`config.mk`:
```
export PLATFORM = sky130hd
export DESIGN_NAME = reversing_relay_interlock
export DESIGN_NICKNAME = d
export VERILOG_FILES = /design/src/rtl/core/rri_pkg.sv /design/src/rtl/core/reversing_relay_interlock.sv
export SDC_FILE = /design/constraint.sdc
export NUM_CORES = 1
export LEC_CHECK = 0
export ABC_AREA = 1
export ABC_CLOCK_PERIOD_IN_PS = 3800
export BUFFER_PORTS_ARGS = -buffer_cell sky130_fd_sc_hd__buf_2
export CAP_MARGIN = 20
export CORE_ASPECT_RATIO = 0.5
export CORE_MARGIN = 1.5
export CORE_UTILIZATION = 35
export CTS_CLUSTER_DIAMETER = 50
export CTS_CLUSTER_SIZE = 30
export DETAILED_ROUTE_END_ITERATION = 8
export PLACE_DENSITY = 0.54
export SYNTH_ARGS = -nofsm -noshare
export SYNTH_HDL_FRONTEND = slang
export SYNTH_SLANG_ARGS = --single-unit
```
`constraint.sdc`:
```
create_clock -name clk -period 3.8 [get_ports clk]
set_input_delay 0.38 -clock clk [delete_from_list [all_inputs] [get_ports clk]]
set_output_delay 0.38 -clock clk [all_outputs]
set_load 0.005 [all_outputs]
```
`src/rtl/core/rri_pkg.sv`:
```
package rri_pkg;

  localparam logic [1:0] OP_GO   = 2'd0;
  localparam logic [1:0] OP_STOP = 2'd1;
  localparam logic [1:0] OP_TICK = 2'd2;

  localparam logic [1:0] DIR_STOP = 2'd0;
  localparam logic [1:0] DIR_WEST = 2'd1;
  localparam logic [1:0] DIR_EAST = 2'd2;

  localparam logic REG_ACTIVE_LEVEL = 1'b0;
  localparam logic REG_DEAD_TIME    = 1'b1;

  localparam logic [15:0] DEAD_TIME_RESET = 16'd1000;
  localparam logic [15:0] ELAPSED_MAX     = 16'hFFFF;

  typedef struct packed {
    logic [1:0] opcode;
    logic [1:0] direction;
  } in_word_t;

  typedef struct packed {
    logic west_drive;
    logic east_drive;
    logic moving;
    logic last_was_west;
  } out_word_t;

endpackage

```
`src/rtl/core/reversing_relay_interlock.sv`:
```
// Channel  Direction  Signals
// in       input      in_valid, in_ready, in_data (opcode, direction)
// out      output     out_valid, out_ready, out_data (drives, moving, last_was_west)
// cfg      input      cfg_valid, cfg_ready, cfg_index, cfg_data
//
// One word per cycle sustained while out_ready stays high; each word passes through
// the input register, then the state update into the output register.
// Synchronous active-low reset; the relay state and both valid flags reset together (data registers are not reset).
// A stalled output holds the update stage; the input register still takes one
// more word while the output waits. cfg is always ready.
module reversing_relay_interlock (
  input  logic               clk,
  input  logic               rst_n,
  input  logic               in_valid,
  output logic               in_ready,
  input  rri_pkg::in_word_t  in_data,
  output logic               out_valid,
  input  logic               out_ready,
  output rri_pkg::out_word_t out_data,
  input  logic               cfg_valid,
  output logic               cfg_ready,
  input  logic               cfg_index,
  input  logic [15:0]        cfg_data
);
  import rri_pkg::*;

  logic        active_level_r;
  logic [15:0] dead_time_r;

  logic      s1_valid_r;
  in_word_t  s1_data_r;
  logic      out_valid_r;
  out_word_t out_data_r;
  out_word_t out_data_nxt;
  logic      advance;

  logic [1:0]  cur_r, cur_nxt;
  logic [1:0]  pend_r, pend_nxt;
  logic        stopped_r, stopped_nxt;
  logic        moving_r, moving_nxt;
  logic        west_r, west_nxt;
  logic [15:0] elapsed_r, elapsed_nxt;

  assign cfg_ready = 1'b1;
  assign advance   = s1_valid_r && (!out_valid_r || out_ready);
  assign in_ready  = !s1_valid_r || advance;
  assign out_valid = out_valid_r;
  assign out_data  = out_data_r;

  always_comb begin
    logic [1:0] dir;
    logic       do_start;
    dir         = (s1_data_r.direction == 2'd3) ? DIR_STOP : s1_data_r.direction;
    cur_nxt     = cur_r;
    pend_nxt    = pend_r;
    stopped_nxt = stopped_r;
    moving_nxt  = moving_r;
    west_nxt    = west_r;
    elapsed_nxt = elapsed_r;
    do_start    = 1'b0;
    case (s1_data_r.opcode)
      OP_GO: begin
        if (dir != cur_r && cur_r != DIR_STOP) begin
          moving_nxt = 1'b0;
          if (!stopped_r) begin
            stopped_nxt = 1'b1;
            elapsed_nxt = '0;
          end
        end
        pend_nxt = dir;
        if (dir == cur_r || cur_r == DIR_STOP) begin
          cur_nxt  = dir;
          do_start = 1'b1;
        end
      end
      OP_STOP: begin
        pend_nxt   = DIR_STOP;
        moving_nxt = 1'b0;
        if (!stopped_r) begin
          stopped_nxt = 1'b1;
          elapsed_nxt = '0;
        end
      end
      OP_TICK: begin
        if (elapsed_r != ELAPSED_MAX) begin
          elapsed_nxt = elapsed_r + 16'd1;
        end
        if (cur_r != DIR_STOP && stopped_r && elapsed_nxt >= dead_time_r) begin
          cur_nxt = DIR_STOP;
        end
        if (pend_r != DIR_STOP && cur_nxt == DIR_STOP) begin
          cur_nxt  = pend_r;
          do_start = 1'b1;
        end
      end
      default: begin
      end
    endcase
    if (do_start) begin
      stopped_nxt = 1'b0;
      moving_nxt  = (cur_nxt != DIR_STOP);
      if (cur_nxt == DIR_WEST) begin
        west_nxt = 1'b1;
      end
      if (cur_nxt == DIR_EAST) begin
        west_nxt = 1'b0;
      end
    end
    out_data_nxt.west_drive    = (moving_nxt && cur_nxt == DIR_WEST) ?
                                 active_level_r : !active_level_r;
    out_data_nxt.east_drive    = (moving_nxt && cur_nxt == DIR_EAST) ?
                                 active_level_r : !active_level_r;
    out_data_nxt.moving        = moving_nxt;
    out_data_nxt.last_was_west = west_nxt;
  end

  always_ff @(posedge clk) begin
    if (!rst_n) begin
      active_level_r <= 1'b0;
      dead_time_r    <= DEAD_TIME_RESET;
      s1_valid_r     <= 1'b0;
      out_valid_r    <= 1'b0;
      cur_r          <= DIR_STOP;
      pend_r         <= DIR_STOP;
      stopped_r      <= 1'b1;
      moving_r       <= 1'b0;
      west_r         <= 1'b0;
      elapsed_r      <= '0;
    end else begin
      if (cfg_valid) begin
        if (cfg_index == REG_ACTIVE_LEVEL) begin
          active_level_r <= cfg_data[0];
        end
        if (cfg_index == REG_DEAD_TIME) begin
          dead_time_r <= cfg_data;
        end
      end
      if (in_ready) begin
        s1_valid_r <= in_valid;
      end
      if (advance) begin
        out_valid_r <= 1'b1;
        cur_r       <= cur_nxt;
        pend_r      <= pend_nxt;
        stopped_r   <= stopped_nxt;
        moving_r    <= moving_nxt;
        west_r      <= west_nxt;
        elapsed_r   <= elapsed_nxt;
      end else if (out_ready) begin
        out_valid_r <= 1'b0;
      end
    end
  end

  always_ff @(posedge clk) begin
    if (in_ready) begin
      s1_data_r <= in_data;
    end
    if (advance) begin
      out_data_r <= out_data_nxt;
    end
  end

`ifndef SYNTHESIS
  a_moving_has_dir: assert property (@(posedge clk) disable iff (!rst_n)
    moving_r |-> cur_r != DIR_STOP)
    else $error("relay energized with no direction");

  a_pending_implies_cur: assert property (@(posedge clk) disable iff (!rst_n)
    pend_r != DIR_STOP |-> cur_r != DIR_STOP)
    else $error("queued direction left idle");

  a_one_relay: assert property (@(posedge clk) disable iff (!rst_n)
    (out_valid_r && out_data_r.moving) |-> out_data_r.west_drive != out_data_r.east_drive)
    else $error("both relays at the same level while moving");
`endif

endmodule

```
Word level (Yosys, flattened, before mapping)
Index checks and enable logic that the tools add are counted.

operators by class
  add/subtract/negate cells = 1
  multiplexer cells = 28
  reductions and logical operators = 28
  bitwise gates (word level) = 1
  order comparisons = 1
  eq/ne operators = 10

operators by type and width
  cell                     number
  $mux W16                 4
  $pmux W16 S3             1
  $add A16 B1 Y16 const B  1
  $ge A16 B16 Y1           1
  $ne A16 B16 Y1 const B   1
  $mux W1                  13
  $mux W2                  5
  $reduce_bool A2 Y1       5
  $pmux W2 S2              2
  $logic_and A1 B1 Y1      7
  $eq A2 B2 Y1 const B     3
  $logic_not A2 Y1         3
  $pmux W1 S2              3
  $reduce_and A2 Y1        3
  $reduce_and A3 Y1        2
  $reduce_bool A3 Y1       2
  $eq A2 B1 Y1 const B     2
  $logic_not A1 Y1         3
  $logic_or A1 B1 Y1       3
  $ne A3 B3 Y1 const B     1
  $eq A2 B2 Y1             1
  $ne A2 B2 Y1             1
  $ne A2 B2 Y1 const B     1
  $not A1 Y1               1

storage, ports and cells
  input port bits = 26
  word-level logic and storage cells = 85
  output and inout bits = 7
  flip-flop bits (word level) = 50

Longest topological paths before layout
Gate-level depths: netlist of the first run.

  depth after elaboration = 15
  gate-level depth with buffers = 28
  gate-level depth less buffers = 28

Worst setup path before layout of the first run
No wires, ideal clock.

  path type = flip-flop to flip-flop
  from = register elapsed_r[0]
  to = register out_data_r (netlist bit out_data[1]), data pin
  arrival time = 2.889 ns
  clock period less this slack = 3.148 ns
  cell stages (with the launch flop) = 28
  slack = 0.652 ns
  data required time = 3.541 ns
  library setup time = 0.259 ns
  path through = dfxtp_1 > ha_1 > nand2_1 > nor2_2 > nand4_2 > nor2_2 > inv_2 > nor2_4 > nand2_2 > nor3b_1 > a21oi_1 > ha_1 > nand2_1 > inv_1 > nand2_1 > nand2_1 > nor2_1 > nand2_1 > nand2_1 > nand2_1 > nand2_1 > nand2_1 > nand2_1 > nand2_1 > nand3_1 > nand2_1 > o21ai_0 > inv_1

on the way
  longest elaborated chain between the ends = 13

RTL lines
  what                                               line                                                              source
  start: declaration                                 reversing_relay_interlock.sv:42                                   logic [15:0] elapsed_r, elapsed_nxt;
  start signal: assignment                           reversing_relay_interlock.sv:148                                  elapsed_r <= elapsed_nxt;
  $add A16 B1 Y16 or $ne A16 B16 Y1 (tied branches)  reversing_relay_interlock.sv:86, reversing_relay_interlock.sv:85
  $mux W16 (*)                                       reversing_relay_interlock.sv:85                                   if (elapsed_r != ELAPSED_MAX) begin
  $mux W16 (*)                                       reversing_relay_interlock.sv:61                                   case (s1_data_r.opcode)
  $ge A16 B16 Y1 (*)                                 reversing_relay_interlock.sv:88                                   if (cur_r != DIR_STOP && stopped_r && elapsed_nxt >= dead_time_r) begin
  $logic_and A1 B1 Y1 (*)                            reversing_relay_interlock.sv:88
  $mux W2 (*)                                        reversing_relay_interlock.sv:88
  $mux W2 (*)                                        reversing_relay_interlock.sv:61
  $logic_not A2 Y1                                   reversing_relay_interlock.sv:91                                   if (pend_r != DIR_STOP && cur_nxt == DIR_STOP) begin
  $logic_and A1 B1 Y1                                reversing_relay_interlock.sv:91
  $mux W2                                            reversing_relay_interlock.sv:91
  $pmux W2 S2                                        reversing_relay_interlock.sv:61
  $reduce_bool A2 Y1                                 reversing_relay_interlock.sv:101                                  moving_nxt = (cur_nxt != DIR_STOP);
  $mux W1 (*)                                        reversing_relay_interlock.sv:99                                   if (do_start) begin
  named net moving_nxt                               reversing_relay_interlock.sv:40                                   logic moving_r, moving_nxt;
  end signal: assignment                             reversing_relay_interlock.sv:160                                  out_data_r <= out_data_nxt;
  end: declaration                                   reversing_relay_interlock.sv:33                                   out_word_t out_data_r;

Mark *: on every way through the listed nets, which the timed path passes. The rest lies on a longest branch. The select of a mux whose other input is x is not followed.
A chain may end at the register's enable or synchronous reset.

==> impl_metrics.csv, run 1 <==
group,metric,value,unit
synthesis,synth_fa_ha_area_frac,0.0774,
worst_setup_path,r2r_start,"elapsed_r[0]$_SDFFE_PN0P_",
timing,clock.fmax,0.285,GHz
routing,vias,2420,
synthesis,synthMuxAreaShare,0,
synthesis,avgSynthCellArea,7.29,um^2
clock_tree,clock-root-buffer,"clkbuf_16",
clock_tree,cts_buffers,5,
synthesis,synth_top_family_by_area,"simple AND/OR/NAND/NOR gates",
floorplan,num_rows,22,
routing,drt-vias-per-instance,4.70,
timing,setup_tns,0,ns
timing,hold_viol,0,
min_path,hp-class,"input port to flip-flop",
cells_and_area,drive_above_1_share,0.147,
synthesis,yosys.area_share.simple,0.225,
clock_tree,insertion_delay,0.29,ns
global_route,grtUsageTotal,0.159,
timing,slew_headroom,0.450,
synthesis,syn_nets,420,
floorplan,die_w,128,um
cells_and_area,diodes,0,
clock_tree,clk_pin_slew,0.07,ns
worst_setup_path,r2r-end,"out_data[2]$_DFFE_PP_",
synthesis,synthCells,377,
routing,first_pass_iters,4,
timing,finalCriticalPeriod,3.51,ns
synthesis,yosysMostFrequentCell,"nand2_1",
floorplan,pin_count,33,
synthesis,synth_area_leader_cell,"dfxtp_1",
worst_setup_path,setup.worst_path.start_class,"flip-flop",
place,port_buffers,31,
floorplan,start_util,0.368,
place,post-dp-hpwl,4.51,mm
clock_tree,cts_tree,"yes",
global_route,grt_max_degree,23,
timing,fin_hold_ws,0.259,ns
routing,wl,6.10,mm
worst_setup_path,worst-setup-path-type,"flip-flop to flip-flop",
routing,ant_nets,0,
cells_and_area,fin_nets,449,
min_path,hold_path_depth,1,
routing,wl_per_cell,11.8,um
power_and_ir_drop,power_density,374,nW/um^2
floorplan,dieArea,8420,um^2
timing,finalSetupViolCount,0,
global_route,antenna_found_initial,0,
clock_tree,htree_num_levels,2,
synthesis,synth_xor_area_frac,0.0346,
power_and_ir_drop,fin_total_pwr,1.19,mW
timing,tightest_slew,0.823,ns
power_and_ir_drop,p_leak,1.45,nW
cells_and_area,fillerInstances,769,
worst_setup_path,critPathMaxFanout,5,
routing,drtIter0Drc,140,
floorplan,die_y,65.7,um
synthesis,synth_top_area_share,0.306,
worst_setup_path,reg2reg_depth,26,
timing,maxSlewViolCount,0,
routing,drc,0,
worst_setup_path,critPathArrivalTime,3.55,ns
min_path,hold_start,"in_data[3]",
flow_run,cap_violations,0,
synthesis,async_flop_share,0,
synthesis,synth_seq_cells,50,
synthesis,synth_edf_count,8,
outcome,outcome,"completed",
global_route,grt_pass1_vias,2259,
power_and_ir_drop,peakVddDrop,175,uV
place,place.gp.congestion,0.851,
timing,setup_ws,0.294,ns
worst_setup_path,worstPathRequired,3.85,ns
worst_setup_path,r2r_slack,0.29,ns
cells_and_area,area_growth_syn_to_layout,16.2,%
synthesis,yosysWarnings,0,
worst_setup_path,endpoint_kind,"flip-flop",
synthesis,ys_types,33,
timing,fin_skew,0.00520,ns
synthesis,synthTopCellsByArea,"dfxtp_1 (31%), nand2_1 (13%), edfxtp_1 (8.7%)",
synthesis,syn_area,2750,um^2
timing,period_share,0.923,
clock_tree,cts-hold-fix-buffers,0,
clock_tree,cts.sinks,50,
min_path,holdPathEnd,"s1_data_r[3]$_DFFE_PP_",
synthesis,synth_compound_area_frac,0.169,
floorplan,core_area,7460,um^2
cells_and_area,utilization,0.428,
place,dp_slack,0.0720,ns
global_route,grt_pass1_wl,10.3,mm
synthesis,ys_seq_area_frac,0.393,
timing,rsz0062_at_grt,"no",
synthesis,synth_ff_type,"dfxtp_1",
global_route,overflow,0,
synthesis,synth_top_cells_by_count,"nand2_1 (95), inv_1 (56), a21oi_1 (46)",
clock_tree,clockBufferDepth,2,
cell usage in the layout, fill, tap and decap left out, types with 3 or more instances in the layout:
master / Yosys / final
nor3_1: 4 / 4
dfxtp_1: 42 / 41
nor2_1: 13 / 13
ha_1: 17 / 17
xor2_1: 8 / 8
o211ai_1: 9 / 9
edfxtp_1: 8 / 8
nand3_1: 14 / 14
nand2_1: 95 / 94
clkbuf_16: 0 / 5
inv_1: 56 / 56
o21ai_0: 22 / 21
a31oi_1: 4 / 4
buf_2: 1 / 31
nand4_1: 5 / 5
a21oi_1: 46 / 44
a21oi_2: 1 / 3
nor2_2: 5 / 4
inv_2: 3 / 3
registers in the layout, summed over array words and instances (netlist names):
signal          flops
active_level_r      1
dead_time_r        16
moving_r            1
out_data            4
s1_valid_r          1
elapsed_r          16
west_r              1
s1_data_r           4
pend_r              2
out_valid           1
stopped_r           1
cur_r               2
cell type report:
type / instances / area [um^2] / area share
Clock buffer: 5 / 125 / 0.0392
Clock inverter: 3 / 40.0 / 0.0125
Inverter: 60 / 225 / 0.0705
Multi-Input combinational cell: 256 / 1420 / 0.443
Sequential cell: 50 / 1080 / 0.339
Tap cell: 108 / 135 / 0.0423
Timing Repair Buffer: 33 / 170 / 0.0533
timing repair:
item                       4_1_cts  5_1_grt
setup buffers                    0        2
setup endpoints to repair        0        8
gates resized for setup          0        7
report_power, final:
| group | switching (mW) | internal [mW] | total (mW) |
|---|---|---|---|
| combinational | 0.0733 | 0.0414 | 0.115 |
| clock | 0.198 | 0.308 | 0.506 |
| sequential | 0.0114 | 0.562 | 0.573 |
| total | 0.283 | 0.912 | 1.19 |
logic make-up (layout without fill, tap and decap cells):
group	Yosys count	in the layout
AO/OA/AOI/OAI	85	85
XOR/XNOR	10	10
adder cells (fa/ha/maj)	17	17
buffers and inverters	71	101
flip-flops	50	50
other	1	1
AND/OR/NAND/NOR	143	143
critical path, cell delays in order, from the launching register on:
cell and delay [ns]:
dfxtp_2 0.36, ha_1 0.17, nand2_1 0.12, nor2_4 0.16, nand4_2 0.15, nor2_2 0.12
inv_2 0.08, nor2_4 0.09, nand2_2 0.10, nor3b_2 0.18, a21oi_2 0.14, ha_1 0.25
nand2_1 0.07, inv_1 0.05, nand2_1 0.08, nor2_1 0.05, nor2_1 0.08, nand2_1 0.09
nand2_1 0.07, nand2_1 0.07, nand2_1 0.10, nand2_1 0.11, nand3_1 0.09, nand3_1 0.14
nand2_2 0.13, nand3_1 0.09, xor2_1 0.14
worst max path at each step:
stage	start	end	slack, ns
2_1_floorplan	elapsed_r[0]$_SDFFE_PN0P_	out_data[1]$_DFFE_PP_	0.65
5_1_grt	elapsed_r[0]$_SDFFE_PN0P_	out_data[2]$_DFFE_PP_	0.01
6_report	elapsed_r[0]$_SDFFE_PN0P_	out_data[2]$_DFFE_PP_	0.29
3_5_place_dp	elapsed_r[0]$_SDFFE_PN0P_	out_data[1]$_DFFE_PP_	0.07
4_1_cts	elapsed_r[0]$_SDFFE_PN0P_	out_data[1]$_DFFE_PP_	0.06
3_3_place_gp	elapsed_r[0]$_SDFFE_PN0P_	out_data[1]$_DFFE_PP_	0.18
per-stage QoR:
stage,cells,cell area (um^2)
after global routing,515,3190
after floorplan,377,2750
after detailed placement,505,2990
after CTS,513,3160
final,515,3190
after global placement,505,2990
metal layers:
layer  wire (um)  track usage
met1        3110        0.210
met2        2630        0.250
met3         281       0.0399
met4          82       0.0632
met5           0            0
No activity file was read; power rests on OpenSTA's default activity.
==> run 2, diff against run 1 <==
- SETUP_SLACK_MARGIN: default -> 0.5
==> run 2 against run 1 <==
  * Register-to-register slack improved by 0.22 ns
  * Combinational power up 21%
  * Clock-buffer cell count unchanged
  * Sequential share of layout area decreased by 2.9 points
  * Largest power group unchanged
  * First-iteration DRC count fell by 17%
  * Worst hold slack lost 0.0012 ns
  * Largest cell class unchanged
==> impl_metrics.csv, run 2 (synthesis results as in run 1) <==
group,metric,value,unit
place,place.gp.congestion,0.851,
cells_and_area,largestRegisters,"dead_time_r (16), elapsed_r (16)",
worst_setup_path,critPathMaxFanout,4,
timing,finalSetupViolCount,0,
floorplan,start_util,0.368,
clock_tree,cts_buffers,5,
global_route,grt_pass1_vias,2390,
routing,first_pass_iters,5,
cells_and_area,fillerInstances,727,
worst_setup_path,reg2reg_depth,19,
global_route,grtUsageTotal,0.169,
clock_tree,htree_num_levels,2,
routing,wl_per_cell,12.6,um
worst_setup_path,path_buf_inv,1,
place,post-dp-hpwl,4.51,mm
cells_and_area,final_common_cell,"nand2_1",
timing,fin_skew,0.00974,ns
routing,vias,2536,
cells_and_area,diodes,0,
global_route,grt_pass1_wl,11.0,mm
min_path,hp-class,"input port to flip-flop",
worst_setup_path,crit_cells,19,
cells_and_area,fin_nets,468,
floorplan,pin_count,33,
cells_and_area,area_growth_syn_to_layout,28.4,%
clock_tree,clk_pin_slew,0.07,ns
clock_tree,clockBufferDepth,2,
worst_setup_path,worstPathRequired,3.84,ns
timing,hold_viol,0,
timing,slew_headroom,0.457,
global_route,overflow,0,
outcome,outcome,"completed",
place,port_buffers,31,
worst_setup_path,r2r_start,"elapsed_r[1]$_SDFFE_PN0P_",
floorplan,core_area,7460,um^2
cells_and_area,drive_above_1_share,0.263,
worst_setup_path,critPathMaxStageDelay,0.36,ns
worst_setup_path,setup.worst_path.start_class,"flip-flop",
flow_run,cap_violations,0,
worst_setup_path,r2r-end,"out_data[3]$_DFFE_PP_",
cells_and_area,layout_common_cells,"nand2_1 (81), inv_1 (54), a21oi_1 (41), dfxtp_1 (37), buf_2 (31)",
timing,setup_tns,0,ns
power_and_ir_drop,fin_total_pwr,1.22,mW
routing,drc,0,
power_and_ir_drop,peakVddDrop,171,uV
timing,maxSlewViolCount,0,
clock_tree,insertion_delay,0.30,ns
timing,clock.fmax,0.304,GHz
timing,period_share,0.865,
clock_tree,cts-hold-fix-buffers,0,
timing,rsz0062_at_grt,"yes",
clock_tree,cts.sinks,50,
global_route,grt_max_degree,23,
min_path,hold_start,"in_data[3]",
worst_setup_path,r2r_slack,0.51,ns
min_path,holdPathEnd,"s1_data_r[3]$_DFFE_PP_",
power_and_ir_drop,power_density,347,nW/um^2
floorplan,die_w,128,um
routing,ant_nets,0,
worst_setup_path,critPathArrivalTime,3.33,ns
routing,drt-vias-per-instance,4.75,
worst_setup_path,cp_top_family,"simple AND/OR/NAND/NOR gates",
global_route,antenna_found_initial,0,
timing,setup_ws,0.514,ns
timing,tightest_slew,0.814,ns
worst_setup_path,endpoint_kind,"flip-flop",
place,dp_slack,0.0720,ns
worst_setup_path,slowest_stage,"dfxtp_2",
routing,wl,6.73,mm
floorplan,num_rows,22,
worst_setup_path,crit_path_start,"elapsed_r[1]$_SDFFE_PN0P_",
clock_tree,clock-root-buffer,"clkbuf_16",
clock_tree,cts_tree,"yes",
floorplan,die_y,65.7,um
min_path,hold_path_depth,1,
power_and_ir_drop,p_leak,1.65,nW
timing,finalCriticalPeriod,3.29,ns
worst_setup_path,worstPathCellList,"ha_4 -> nand2_4 -> nor2_4 -> buf_4 -> nand3_1 -> nor3b_4 -> nand2_2 -> xor2_2 -> ha_1 -> nand4_1 -> nor3_1 -> nand2_1 -> nand2_2 -> nand2_4 -> nand2_4 -> nand2_2 -> a21oi_4 -> nand4_1 -> xor2_1",
routing,drtIter0Drc,116,
worst_setup_path,worst-setup-path-type,"flip-flop to flip-flop",
floorplan,dieArea,8420,um^2
-- run 2: cell count changes in the layout (fill, tap and decap cells not counted), moves of 5 or more --
cell / change
nand3_1: -6
nand2_2: +5
nand2_4: +8
nand2_1: -13
buf_4: +19
nand3_2: +5
-- run 2: worst max path at each step --
stage / to / slack, ns
finish: out_data[3]$_DFFE_PP_ / 0.51
global route: out_data[3]$_DFFE_PP_ / 0.32
CTS: out_data[3]$_DFFE_PP_ / 0.50
detailed placement: out_data[1]$_DFFE_PP_ / 0.07
global placement: out_data[1]$_DFFE_PP_ / 0.18
floorplan: out_data[1]$_DFFE_PP_ / 0.65
-- run 2: per-stage QoR --
stage	hold slack [ns]	util	cells	area, um^2
floorplan	0.435	-	377	2750
global placement	0.446	0.401	505	2990
detailed placement	0.454	0.401	505	2990
CTS	0.252	0.458	528	3420
global route	0.250	0.473	534	3530
finish	0.258	0.473	534	3530
-- run 2: report_power, final --
group          total (mW)  internal, mW  switching [mW]
combinational       0.139        0.0512          0.0875
sequential          0.572         0.561          0.0119
clock               0.512         0.308           0.203
-- run 2: final cells by class --
| type | count | area, um^2 | share of cell area |
|---|---|---|---|
| multi-input cells | 256 | 1600 | 0.453 |
| flip-flops and latches | 50 | 1090 | 0.310 |
| repair buffers | 52 | 313 | 0.0887 |
| inverters | 60 | 225 | 0.0639 |
| well taps | 108 | 135 | 0.0383 |
| clock buffers | 5 | 125 | 0.0355 |
| clock inverters | 3 | 40.0 | 0.0114 |
-- run 2: repair_timing --
action,CTS,global route
setup buffers,15,6
resized for setup,43,18
setup endpoints to repair,9,7
pin swaps,25,28
-- run 2: per-layer routing --
| layer | global-route usage | wire length, um |
|---|---|---|
| met4 | 0.0730 | 145 |
| met2 | 0.276 | 3000 |
| met5 | 0 | 0 |
| met1 | 0.214 | 3280 |
| met3 | 0.0407 | 300 |
-- run 2: worst register-to-register path, delay by kind of cell, from the launching register on --
| family | cells | cell delay, ns |
|---|---|---|
| AO/OA/AOI/OAI | 1 | 0.16 |
| adder cells (fa/ha/maj) | 2 | 0.43 |
| XOR/XNOR | 2 | 0.37 |
| flip-flops | 1 | 0.36 |
| buffers and inverters | 1 | 0.15 |
| AND/OR/NAND/NOR | 13 | 1.56 |
